`src/hw/rtl/mp3s2_pkg.sv`:
```
`timescale 1ns / 1ps
// ----------------------------------------------------------------------------
// mp3s2_pkg: shared definitions for the 3x3 stride-2 max pool
// Size defaults, register indexes, register reset values and the result
// entry type used by the output queue.
// ----------------------------------------------------------------------------
package mp3s2_pkg;

   localparam int MAX_WIDTH_DEFAULT  = 256;
   localparam int MAX_HEIGHT_DEFAULT = 1024;

   localparam int IMAGE_WIDTH_BITS  = 9;
   localparam int IMAGE_HEIGHT_BITS = 11;
   localparam int CSR_DATA_BITS     = 11;
   localparam int CSR_INDEX_BITS    = 1;

   localparam logic [CSR_INDEX_BITS-1:0] CSR_IMAGE_WIDTH  = 1'b0;
   localparam logic [CSR_INDEX_BITS-1:0] CSR_IMAGE_HEIGHT = 1'b1;

   localparam logic [IMAGE_WIDTH_BITS-1:0]  IMAGE_WIDTH_RESET  = 9'd129;
   localparam logic [IMAGE_HEIGHT_BITS-1:0] IMAGE_HEIGHT_RESET = 11'd97;

   // Output queue depth; three entries cover the two-stage pipeline.
   localparam int          RSP_QUEUE_DEPTH = 3;
   localparam logic [1:0]  RSP_QUEUE_LAST  = 2'd2;

   typedef struct packed {
      logic [7:0] pixel;
      logic       row_end;
      logic       frame_end;
   } rsp_entry_type;

endpackage

```
`src/hw/rtl/max_pool_3x3_stride2_u8_top.sv`:
```
`timescale 1ns / 1ps
// ----------------------------------------------------------------------------
// max_pool_3x3_stride2_u8_top: 3x3 max pool, stride 2, 8-bit pixels
// Streaming max pool with clamp-to-edge borders and a single line store.
// ----------------------------------------------------------------------------
// Usage:
//   Pixels enter in raster order on the req_ stream, one item per pixel, with
//   req_tuser set on the first pixel of a frame to clear the position
//   counters. Each output (ox, oy) is the maximum over input rows 2oy-1..2oy+1
//   and columns 2ox-1..2ox+1, clamped into the image, so a frame gives
//   ceil(W/2) x ceil(H/2) results on the rsp_ stream. rsp_tlast marks the
//   last result of an output row and rsp_tuser the last result of the frame.
//   Image width and height are written through the csr_ port; the user must
//   write them only while the block is idle, which the block does not enforce.
//   Zero acts as one and values above the maximum saturate. An accepted pixel
//   passes stage 1 and the output queue before its result is offered.
//   Throughput is one pixel per cycle while the output queue has room: the
//   line store is read in the accept cycle and written back in the next one,
//   and a write colliding with the next read of the same entry is forwarded.
//   A three-entry output queue decouples the receiver; when it stalls, the
//   queue fills and req_tready drops until there is room for the pixels in
//   flight, so nothing is lost.
//   Reset clears the counters, the running maximum and the queue, and loads
//   a 129 x 97 image size. The line store needs no clearing pass.
// ----------------------------------------------------------------------------
module max_pool_3x3_stride2_u8_top
   import mp3s2_pkg::*;
#(
   parameter int MAX_WIDTH  = MAX_WIDTH_DEFAULT,
   parameter int MAX_HEIGHT = MAX_HEIGHT_DEFAULT
) (
   input  logic                      clock,
   input  logic                      reset,
   // Pixel stream in
   input  logic                      req_tvalid,
   output logic                      req_tready,
   input  logic [7:0]                req_tdata,   // [7:0] pixel_in
   input  logic                      req_tuser,   // [0] frame_start
   // Result stream out
   output logic                      rsp_tvalid,
   input  logic                      rsp_tready,
   output logic [7:0]                rsp_tdata,   // [7:0] pixel_out
   output logic                      rsp_tlast,   // row_end
   output logic                      rsp_tuser,   // [0] frame_end
   // Register write port
   input  logic                      csr_valid,
   output logic                      csr_ready,
   input  logic [CSR_INDEX_BITS-1:0] csr_index,
   input  logic [CSR_DATA_BITS-1:0]  csr_data
);

   // Column counter is at least two bits so that the entry index is never empty.
   localparam int CW = ($clog2(MAX_WIDTH) > 2) ? $clog2(MAX_WIDTH) : 2;
   localparam int RW = $clog2(MAX_HEIGHT);
   localparam int AW = CW - 1;
   localparam int LINE_DEPTH = (MAX_WIDTH + 1) / 2;
   // Comparison widths hold both the register value and the saturation limit.
   localparam int WW = ($clog2(MAX_WIDTH + 1) > IMAGE_WIDTH_BITS) ?
                       $clog2(MAX_WIDTH + 1) : IMAGE_WIDTH_BITS;
   localparam int HW = ($clog2(MAX_HEIGHT + 1) > IMAGE_HEIGHT_BITS) ?
                       $clog2(MAX_HEIGHT + 1) : IMAGE_HEIGHT_BITS;

   // ---------------------------------------------------------------- registers
   logic [IMAGE_WIDTH_BITS-1:0]  image_width_ff;
   logic [IMAGE_HEIGHT_BITS-1:0] image_height_ff;

   assign csr_ready = 1'b1;

   always_ff @(posedge clock) begin
      if (reset) begin
         image_width_ff  <= IMAGE_WIDTH_RESET;
         image_height_ff <= IMAGE_HEIGHT_RESET;
      end else if (csr_valid) begin
         unique case (csr_index)
            CSR_IMAGE_WIDTH: begin
               image_width_ff <= csr_data[IMAGE_WIDTH_BITS-1:0];
            end
            CSR_IMAGE_HEIGHT: begin
               image_height_ff <= csr_data[IMAGE_HEIGHT_BITS-1:0];
            end
         endcase
      end
   end

   // Effective sizes: zero acts as one, large values saturate.
   logic [WW-1:0] width_ext;
   logic [WW-1:0] width_eff;
   logic [HW-1:0] height_ext;
   logic [HW-1:0] height_eff;

   always_comb begin
      width_ext  = WW'(image_width_ff);
      height_ext = HW'(image_height_ff);
      priority if (width_ext == '0) begin
         width_eff = WW'(1);
      end else if (width_ext > WW'(MAX_WIDTH)) begin
         width_eff = WW'(MAX_WIDTH);
      end else begin
         width_eff = width_ext;
      end
      priority if (height_ext == '0) begin
         height_eff = HW'(1);
      end else if (height_ext > HW'(MAX_HEIGHT)) begin
         height_eff = HW'(MAX_HEIGHT);
      end else begin
         height_eff = height_ext;
      end
   end

   // ------------------------------------------------------------ accept stage
   logic          accept;
   logic [CW-1:0] col_ff;
   logic [CW-1:0] col_in;
   logic [RW-1:0] row_ff;
   logic [RW-1:0] row_in;
   logic [7:0]    hrun_ff;
   logic [7:0]    hrun_in;
   logic [CW-1:0] x;
   logic [RW-1:0] y;
   logic          last_col;
   logic          last_row;
   logic          have_col;
   logic [7:0]    colmax;
   logic [7:0]    hnew;
   logic [AW-1:0] ox;

   // Stage 1: the line store read is in flight for this item.
   logic          s1_valid_ff;
   logic          s1_have_col_ff;
   logic          s1_row_odd_ff;
   logic          s1_row_zero_ff;
   logic          s1_last_row_ff;
   logic          s1_last_col_ff;
   logic [7:0]    s1_colmax_ff;
   logic [AW-1:0] s1_addr_ff;
   logic          fwd_ff;
   logic [7:0]    fwd_data_ff;
   logic [7:0]    mem_rd_ff;
   logic [7:0]    line_mem [LINE_DEPTH];

   logic [7:0]    s1_vp;
   logic [7:0]    s1_wdata;
   logic [7:0]    s1_result;
   logic          s1_emit;

   // Output queue.
   rsp_entry_type q_mem [RSP_QUEUE_DEPTH];
   logic [1:0]    q_head_ff;
   logic [1:0]    q_tail_ff;
   logic [1:0]    q_count_ff;
   logic          q_push;
   logic          q_pop;

   // Room is needed for the queued results plus the item in stage 1.
   assign req_tready = (3'(q_count_ff) + 3'(s1_valid_ff)) < 3'(RSP_QUEUE_DEPTH);
   assign accept     = req_tvalid && req_tready;

   always_comb begin
      x        = req_tuser ? '0 : col_ff;
      y        = req_tuser ? '0 : row_ff;
      last_col = ((WW'(x) + WW'(1)) >= width_eff);
      last_row = ((HW'(y) + HW'(1)) >= height_eff);
      ox       = x[CW-1:1];
      hnew     = (x == '0) ? req_tdata :
                 ((hrun_ff > req_tdata) ? hrun_ff : req_tdata);
      colmax   = 8'd0;
      have_col = 1'b0;
      if (x[0]) begin
         // Odd column closes the triple 2ox-1 .. 2ox+1.
         colmax   = (hrun_ff > req_tdata) ? hrun_ff : req_tdata;
         hrun_in  = req_tdata;
         have_col = 1'b1;
      end else begin
         hrun_in = hnew;
         if (last_col) begin
            colmax   = hnew;
            have_col = 1'b1;
         end
      end
      if (last_col) begin
         col_in = '0;
         row_in = last_row ? '0 : (y + RW'(1));
      end else begin
         col_in = x + CW'(1);
         row_in = y;
      end
   end

   always_ff @(posedge clock) begin
      if (reset) begin
         col_ff      <= '0;
         row_ff      <= '0;
         hrun_ff     <= '0;
         s1_valid_ff <= 1'b0;
      end else begin
         s1_valid_ff <= accept;
         if (accept) begin
            col_ff  <= col_in;
            row_ff  <= row_in;
            hrun_ff <= hrun_in;
         end
      end
   end

   always_ff @(posedge clock) begin
      if (accept) begin
         s1_have_col_ff <= have_col;
         s1_row_odd_ff  <= y[0];
         s1_row_zero_ff <= (y == '0);
         s1_last_row_ff <= last_row;
         s1_last_col_ff <= last_col;
         s1_colmax_ff   <= colmax;
         s1_addr_ff     <= ox;
         // The write of stage 1 lands at this same edge; forward it.
         fwd_ff         <= s1_valid_ff && s1_have_col_ff && (s1_addr_ff == ox);
         fwd_data_ff    <= s1_wdata;
      end
   end

   // Line store: read at accept, written back from stage 1.
   always_ff @(posedge clock) begin
      if (accept) begin
         mem_rd_ff <= line_mem[ox];
      end
      if (s1_valid_ff && s1_have_col_ff) begin
         line_mem[s1_addr_ff] <= s1_wdata;
      end
   end

   // ---------------------------------------------------------- vertical stage
   always_comb begin
      s1_vp = fwd_ff ? fwd_data_ff : mem_rd_ff;
      if (s1_row_odd_ff) begin
         // Odd row finishes the window begun on the row above.
         s1_result = (s1_vp > s1_colmax_ff) ? s1_vp : s1_colmax_ff;
         s1_wdata  = s1_colmax_ff;
         s1_emit   = s1_have_col_ff;
      end else begin
         s1_wdata  = s1_row_zero_ff ? s1_colmax_ff :
                     ((s1_vp > s1_colmax_ff) ? s1_vp : s1_colmax_ff);
         s1_result = s1_wdata;
         s1_emit   = s1_have_col_ff && s1_last_row_ff;
      end
   end

   // ------------------------------------------------------------ output queue
   assign q_push = s1_valid_ff && s1_emit;
   assign q_pop  = rsp_tvalid && rsp_tready;

   always_ff @(posedge clock) begin
      if (reset) begin
         q_head_ff  <= '0;
         q_tail_ff  <= '0;
         q_count_ff <= '0;
      end else begin
         if (q_push) begin
            q_tail_ff <= (q_tail_ff == RSP_QUEUE_LAST) ? 2'd0 : (q_tail_ff + 2'd1);
         end
         if (q_pop) begin
            q_head_ff <= (q_head_ff == RSP_QUEUE_LAST) ? 2'd0 : (q_head_ff + 2'd1);
         end
         q_count_ff <= q_count_ff + 2'(q_push) - 2'(q_pop);
      end
   end

   always_ff @(posedge clock) begin
      if (q_push) begin
         q_mem[q_tail_ff] <= '{pixel: s1_result,
                                row_end: s1_last_col_ff,
                                frame_end: s1_last_col_ff && s1_last_row_ff};
      end
   end

   assign rsp_tvalid = (q_count_ff != 2'd0);
   assign rsp_tdata  = q_mem[q_head_ff].pixel;
   assign rsp_tlast  = q_mem[q_head_ff].row_end;
   assign rsp_tuser  = q_mem[q_head_ff].frame_end;

`ifndef ASSERT_OFF
   // The queue never takes a result it has no room for.
   assert property (@(posedge clock) disable iff (reset)
      (q_push && !q_pop) |-> (q_count_ff < 2'(RSP_QUEUE_DEPTH)))
      else $error("output queue overflow");

   // Forwarding only ever serves the item that follows a line store write.
   assert property (@(posedge clock) disable iff (reset)
      (s1_valid_ff && fwd_ff) |-> $past(s1_valid_ff && s1_have_col_ff))
      else $error("forward without a preceding write");

   // Stage 1 holds an item in the cycle after an accept.
   assert property (@(posedge clock) disable iff (reset)
      accept |=> s1_valid_ff)
      else $error("accepted item missing from stage 1");

   // The column position stays inside the line store range.
   assert property (@(posedge clock) disable iff (reset)
      (32'(col_ff) < 32'(MAX_WIDTH)))
      else $error("column counter beyond maximum width");
`endif

endmodule

```
`config.mk`:
```
export PLATFORM = sky130hd
export DESIGN_NAME = max_pool_3x3_stride2_u8_top
export DESIGN_NICKNAME = d
export VERILOG_FILES = /design/src/hw/rtl/mp3s2_pkg.sv /design/src/hw/rtl/max_pool_3x3_stride2_u8_top.sv
export SDC_FILE = /design/constraint.sdc
export NUM_CORES = 2
export LEC_CHECK = 0
export ABC_AREA = 1
export BUFFER_PORTS_ARGS = -buffer_cell sky130_fd_sc_hd__buf_2
export CORE_AREA = 10 10 326 328
export DETAILED_ROUTE_END_ITERATION = 10
export DIE_AREA = 0 0 336 338
export HOLD_SLACK_MARGIN = 0.12
export PLACE_DENSITY = 0.72
export SLEW_MARGIN = 5
export SYNTH_ARGS = -nofsm -noshare
export SYNTH_HDL_FRONTEND = slang
export SYNTH_SLANG_ARGS = --single-unit
```
`constraint.sdc`:
```
create_clock -name clock -period 4.26 [get_ports clock]
set_input_delay 0.639 -clock clock [delete_from_list [all_inputs] [get_ports clock]]
set_output_delay 0.639 -clock clock [all_outputs]
set_load 0.03 [all_outputs]
```
==> impl_results.rst <==
.. list-table::
   :header-rows: 1

   * - Metric
     - Value
   * - Post-detail-place hpwl
     - about 71 mm
   * - Average cell area after synthesis
     - approximately 10 µm²
   * - Flip-flop and latch count after synthesis
     - 1146
   * - Share of the yosys chip area belonging to registers
     - 68.5%
   * - Maximum root-to-sink buffer count
     - 3
   * - Status
     - finished clean
   * - RSZ-0062 raised after global routing
     - false
   * - Final-report setup violation count
     - 0
   * - Routed via count divided by cell count
     - between 5 and 6
   * - Final Net Count
     - 4838
   * - Antenna Violating Nets Remaining
     - 0
   * - Critical setup path kind
     - reg -> reg
   * - Root buffer cell
     - clkbuf_16
   * - Minimum setup slack after placement
     - 0.527 ns
   * - Initial Utilization
     - roughly half
   * - Vias in the first global route
     - 32300
   * - Total number of yosys warnings
     - 0
   * - Total Routing Usage GR
     - 21.6%
   * - Total power
     - just under 30 mW
   * - CTS Buf Count
     - 112
   * - Max-cap violations
     - 0
   * - Ports placed on the boundary
     - 39
   * - DRC errors left
     - 0
   * - Final Hold Fails
     - 0
   * - Final standard cell count with taps included and fillers excluded
     - slightly above 6000
   * - XOR/XNOR Fraction of Synth Area
     - 0.159%
   * - Number of slew-limit violations in the final report
     - 0
   * - Final-layout fill cell count
     - a little over 8000
   * - Area inside the core boundary
     - 0.0996 mm²
   * - First-pass DRT Iterations
     - 6
   * - Kind of capture point of the worst setup path
     - register
   * - Leakage Power
     - 21.5 nW
   * - Total of buffers placed on input and output ports
     - 37
   * - Number of unique standard cell types used by synthesis
     - 41
   * - Max-slew headroom at the worst pin
     - 19.5%
   * - Setup TNS after final layout
     - 0 ns
   * - Synthesized cell area
     - between 0.04 and 0.05 mm²
   * - Initial detailed-routing violation count
     - between 4000 and 5000
   * - Post-Synthesis Net Count
     - between 4000 and 5000
   * - Worst clock skew
     - between 0.02 and 0.025 ns
   * - Share of the clock period used by the worst path
     - 90.7%
   * - First-pass GRT wire length
     - ~190 mm
   * - Share of cells above drive strength 1
     - under 10%
   * - Req. time, crit path
     - about 4.6 ns
   * - Arrival time of data at the critical path endpoint
     - about 4.2 ns
   * - DIE AREA
     - 0.114 mm²
   * - Initial antenna violation count
     - 0
   * - Hold bufs inserted after CTS
     - 0
   * - Actual transition at the worst max-transition pin
     - 1.21 ns
   * - H-tree depth
     - 3
   * - PostCTS Resize Cnt
     - 0
   * - Number of cells after detailed placement
     - 5952
   * - Top achievable clock speed
     - approximately 0.26 GHz
   * - Simple-gate area share of the yosys netlist
     - between 20 and 25%
   * - Clock latency of the later-clocked register in the worst-skew pair
     - approximately 0.70 ns
   * - Total wirelength of the detailed-routed design
     - 124 mm
   * - Chip width
     - 336 µm
   * - Wire per inst
     - 20.2 µm
   * - Startpoint Class
     - register
   * - Row cnt
     - between 100 and 150
   * - Shortest clock period the worst path allows after layout
     - 3.86 ns
   * - Detailed-route via count
     - 34300
   * - Area Overhead vs Synth
     - 11.8%
   * - Combinational family with the most area after synthesis
     - simple AND/OR/NAND/NOR gates
   * - Number of standard cells after synthesis
     - about 4700
   * - Worst IR drop on VDD
     - around 0.37 mV
   * - Adder and majority gate portion of the synthesized area
     - under 10%
   * - RePlAce Congestion
     - just under 0.9
   * - TritonCTS clock tree
     - built
   * - Final core utilization
     - 55.5%
   * - Maximum number of pins on one net before global-route repair
     - 226
   * - Total grt overflow
     - 0
   * - Multiplexer share of the synthesized area
     - 0.162%
   * - Largest fanout of any net on the critical path
     - between 50 and 60
   * - Register clock-pin slew on the reported worst setup and hold paths
     - 0.06 ns
   * - Number of setup buffers added after CTS
     - 0
   * - Synthesized-area fraction occupied by ao, oa, aoi and oai cells
     - 5.11%
   * - Die outline height
     - between 300 and 400 µm
   * - Hold WC Path Type
     - in -> reg
   * - TritonCTS Sinks
     - 1146
   * - Setup slack after layout
     - 0.396 ns
   * - Power density normalized to cell area
     - 529 mW/mm²
   * - Inserted Diodes
     - 0
==> cell usage after synthesis <==
cell / count / area (µm²)
a2111o_1: 1 / 11.3
nand2_1: 1121 / 4210
edfxtp_1: 1091 / 32800
nand2_2: 1 / 6.26
buf_6: 2 / 22.5
o2111ai_1: 1 / 8.76
o22ai_1: 4 / 25.0
inv_1: 355 / 1330
nand3_2: 1 / 10.0
nand3b_1: 2 / 15.0
mux2i_1: 8 / 80.1
nand3_1: 515 / 2580
clkinv_1: 5 / 18.8
a21oi_1: 116 / 581
inv_4: 1 / 6.26
a221oi_1: 1 / 8.76
clkbuf_1: 130 / 488
a211oi_1: 3 / 22.5
ha_1: 44 / 551
nor4_1: 4 / 25.0
xnor2_1: 1 / 8.76
or2_2: 2 / 12.5
dfxtp_1: 55 / 1100
o21ai_0: 319 / 1600
nor2_1: 779 / 2920
o211a_1: 1 / 10.0
buf_4: 2 / 15.0
inv_2: 2 / 7.51
o21a_1: 1 / 7.51
nor3_1: 12 / 60.1
buf_1: 22 / 82.6
nor2_2: 2 / 12.5
xor2_1: 8 / 70.1
buf_2: 93 / 465
and3_1: 1 / 6.26
nor3_4: 1 / 16.3
o211ai_1: 33 / 248
a21o_1: 1 / 7.51
nand4_1: 6 / 37.5
conb_1: 1 / 3.75
nor2_4: 1 / 11.3
==> kinds of logic after synthesis <==
group / after synthesis
other: 1
buffers and inverters: 612
multiplexers: 8
AO/OA/AOI/OAI: 481
AND/OR/NAND/NOR: 2448
flip-flops: 1146
adder cells (fa/ha/maj): 44
XOR/XNOR: 9
==> power by group <==
part / internal, mW / switching, mW / leakage [nW] / total [mW]
clock network: 5.88 / 4.23 / 1.84 / 10.1
registers: 13.9 / 0.179 / 10.4 / 14.1
logic: 1.17 / 3.86 / 9.30 / 5.03
==> state kept, by name (all words and copies together), names as in the netlist, 9 cells and up, named ones only <==
| register | cells |
|---|---|
| image_width_ff | 9 |
| row_ff | 10 |
| line_mem | 1024 |
| q_mem | 30 |
| height_ext | 11 |
==> path summary, 6_finish.rpt <==
check                                            start                         end  slack, ns  depth (start not counted)
worst min-delay path                       csr_data[5]  height_ext[5]$_SDFFE_PP1P_       0.17                          3
worst max-delay path                  fwd_ff$_DFFE_PP_   line_mem[45][6]$_DFFE_PP_       0.40                         11
worst max register to register        fwd_ff$_DFFE_PP_   line_mem[45][6]$_DFFE_PP_       0.40                         11
worst min register to register  row_ff[2]$_SDFFE_PP0P_      row_ff[2]$_SDFFE_PP0P_       0.47                          2
==> layout make-up <==
cell class	instances	area, µm²	share of cell area, %
Tap cell	1298	1620	2.94
Multi-Input combinational cell	2991	13300	24.0
Sequential cell	1146	33900	61.2
Timing Repair Buffer	154	1400	2.53
Inverter	363	1380	2.49
Clock buffer	139	2990	5.40
Clock inverter	73	786	1.42
==> layout by cell type (no fill, tap or decap), types with 12 or more instances in the layout <==
cell type,Yosys,final
buf_12,0,27
nand3_1,515,515
nand2_1,1121,1110
nor2_1,779,779
a21oi_1,116,116
o211ai_1,33,33
clkbuf_1,130,20
nor3_1,12,12
o21ai_0,319,319
clkbuf_16,0,113
dfxtp_1,55,55
clkinv_1,5,30
buf_2,93,37
bufinv_16,0,15
clkinv_2,0,19
edfxtp_1,1091,1091
buf_4,2,90
inv_1,355,351
ha_1,44,44
==> layer usage <==
metal  track usage (%)  routed length [µm]
met3              3.63               11100
met5                 0                   0
met2              35.3               58900
met4              7.55                4050
met1              29.1               50400
==> metrics by stage <==
step | hold slack [ns] | instance area [µm²]
final | 0.171 | 55300
after floorplan | 0.443 | 49500
after detailed placement | 0.461 | 51500
after CTS | 0.152 | 55300
after global routing | 0.182 | 55300
after global placement | 0.452 | 51500
==> worst max-delay path, stage by stage (launching register included) <==
cell,delay [ns]
edfxtp_1,0.63
mux2i_1,0.23
inv_1,0.07
ha_1,0.30
nand2_1,0.07
o211ai_1,0.58
nand2_1,0.38
nand2_1,0.14
nand2_1,0.07
o21ai_0,0.35
nand2_4,0.34
buf_12,0.29
Note: power is estimated with default switching activity, not from simulation.
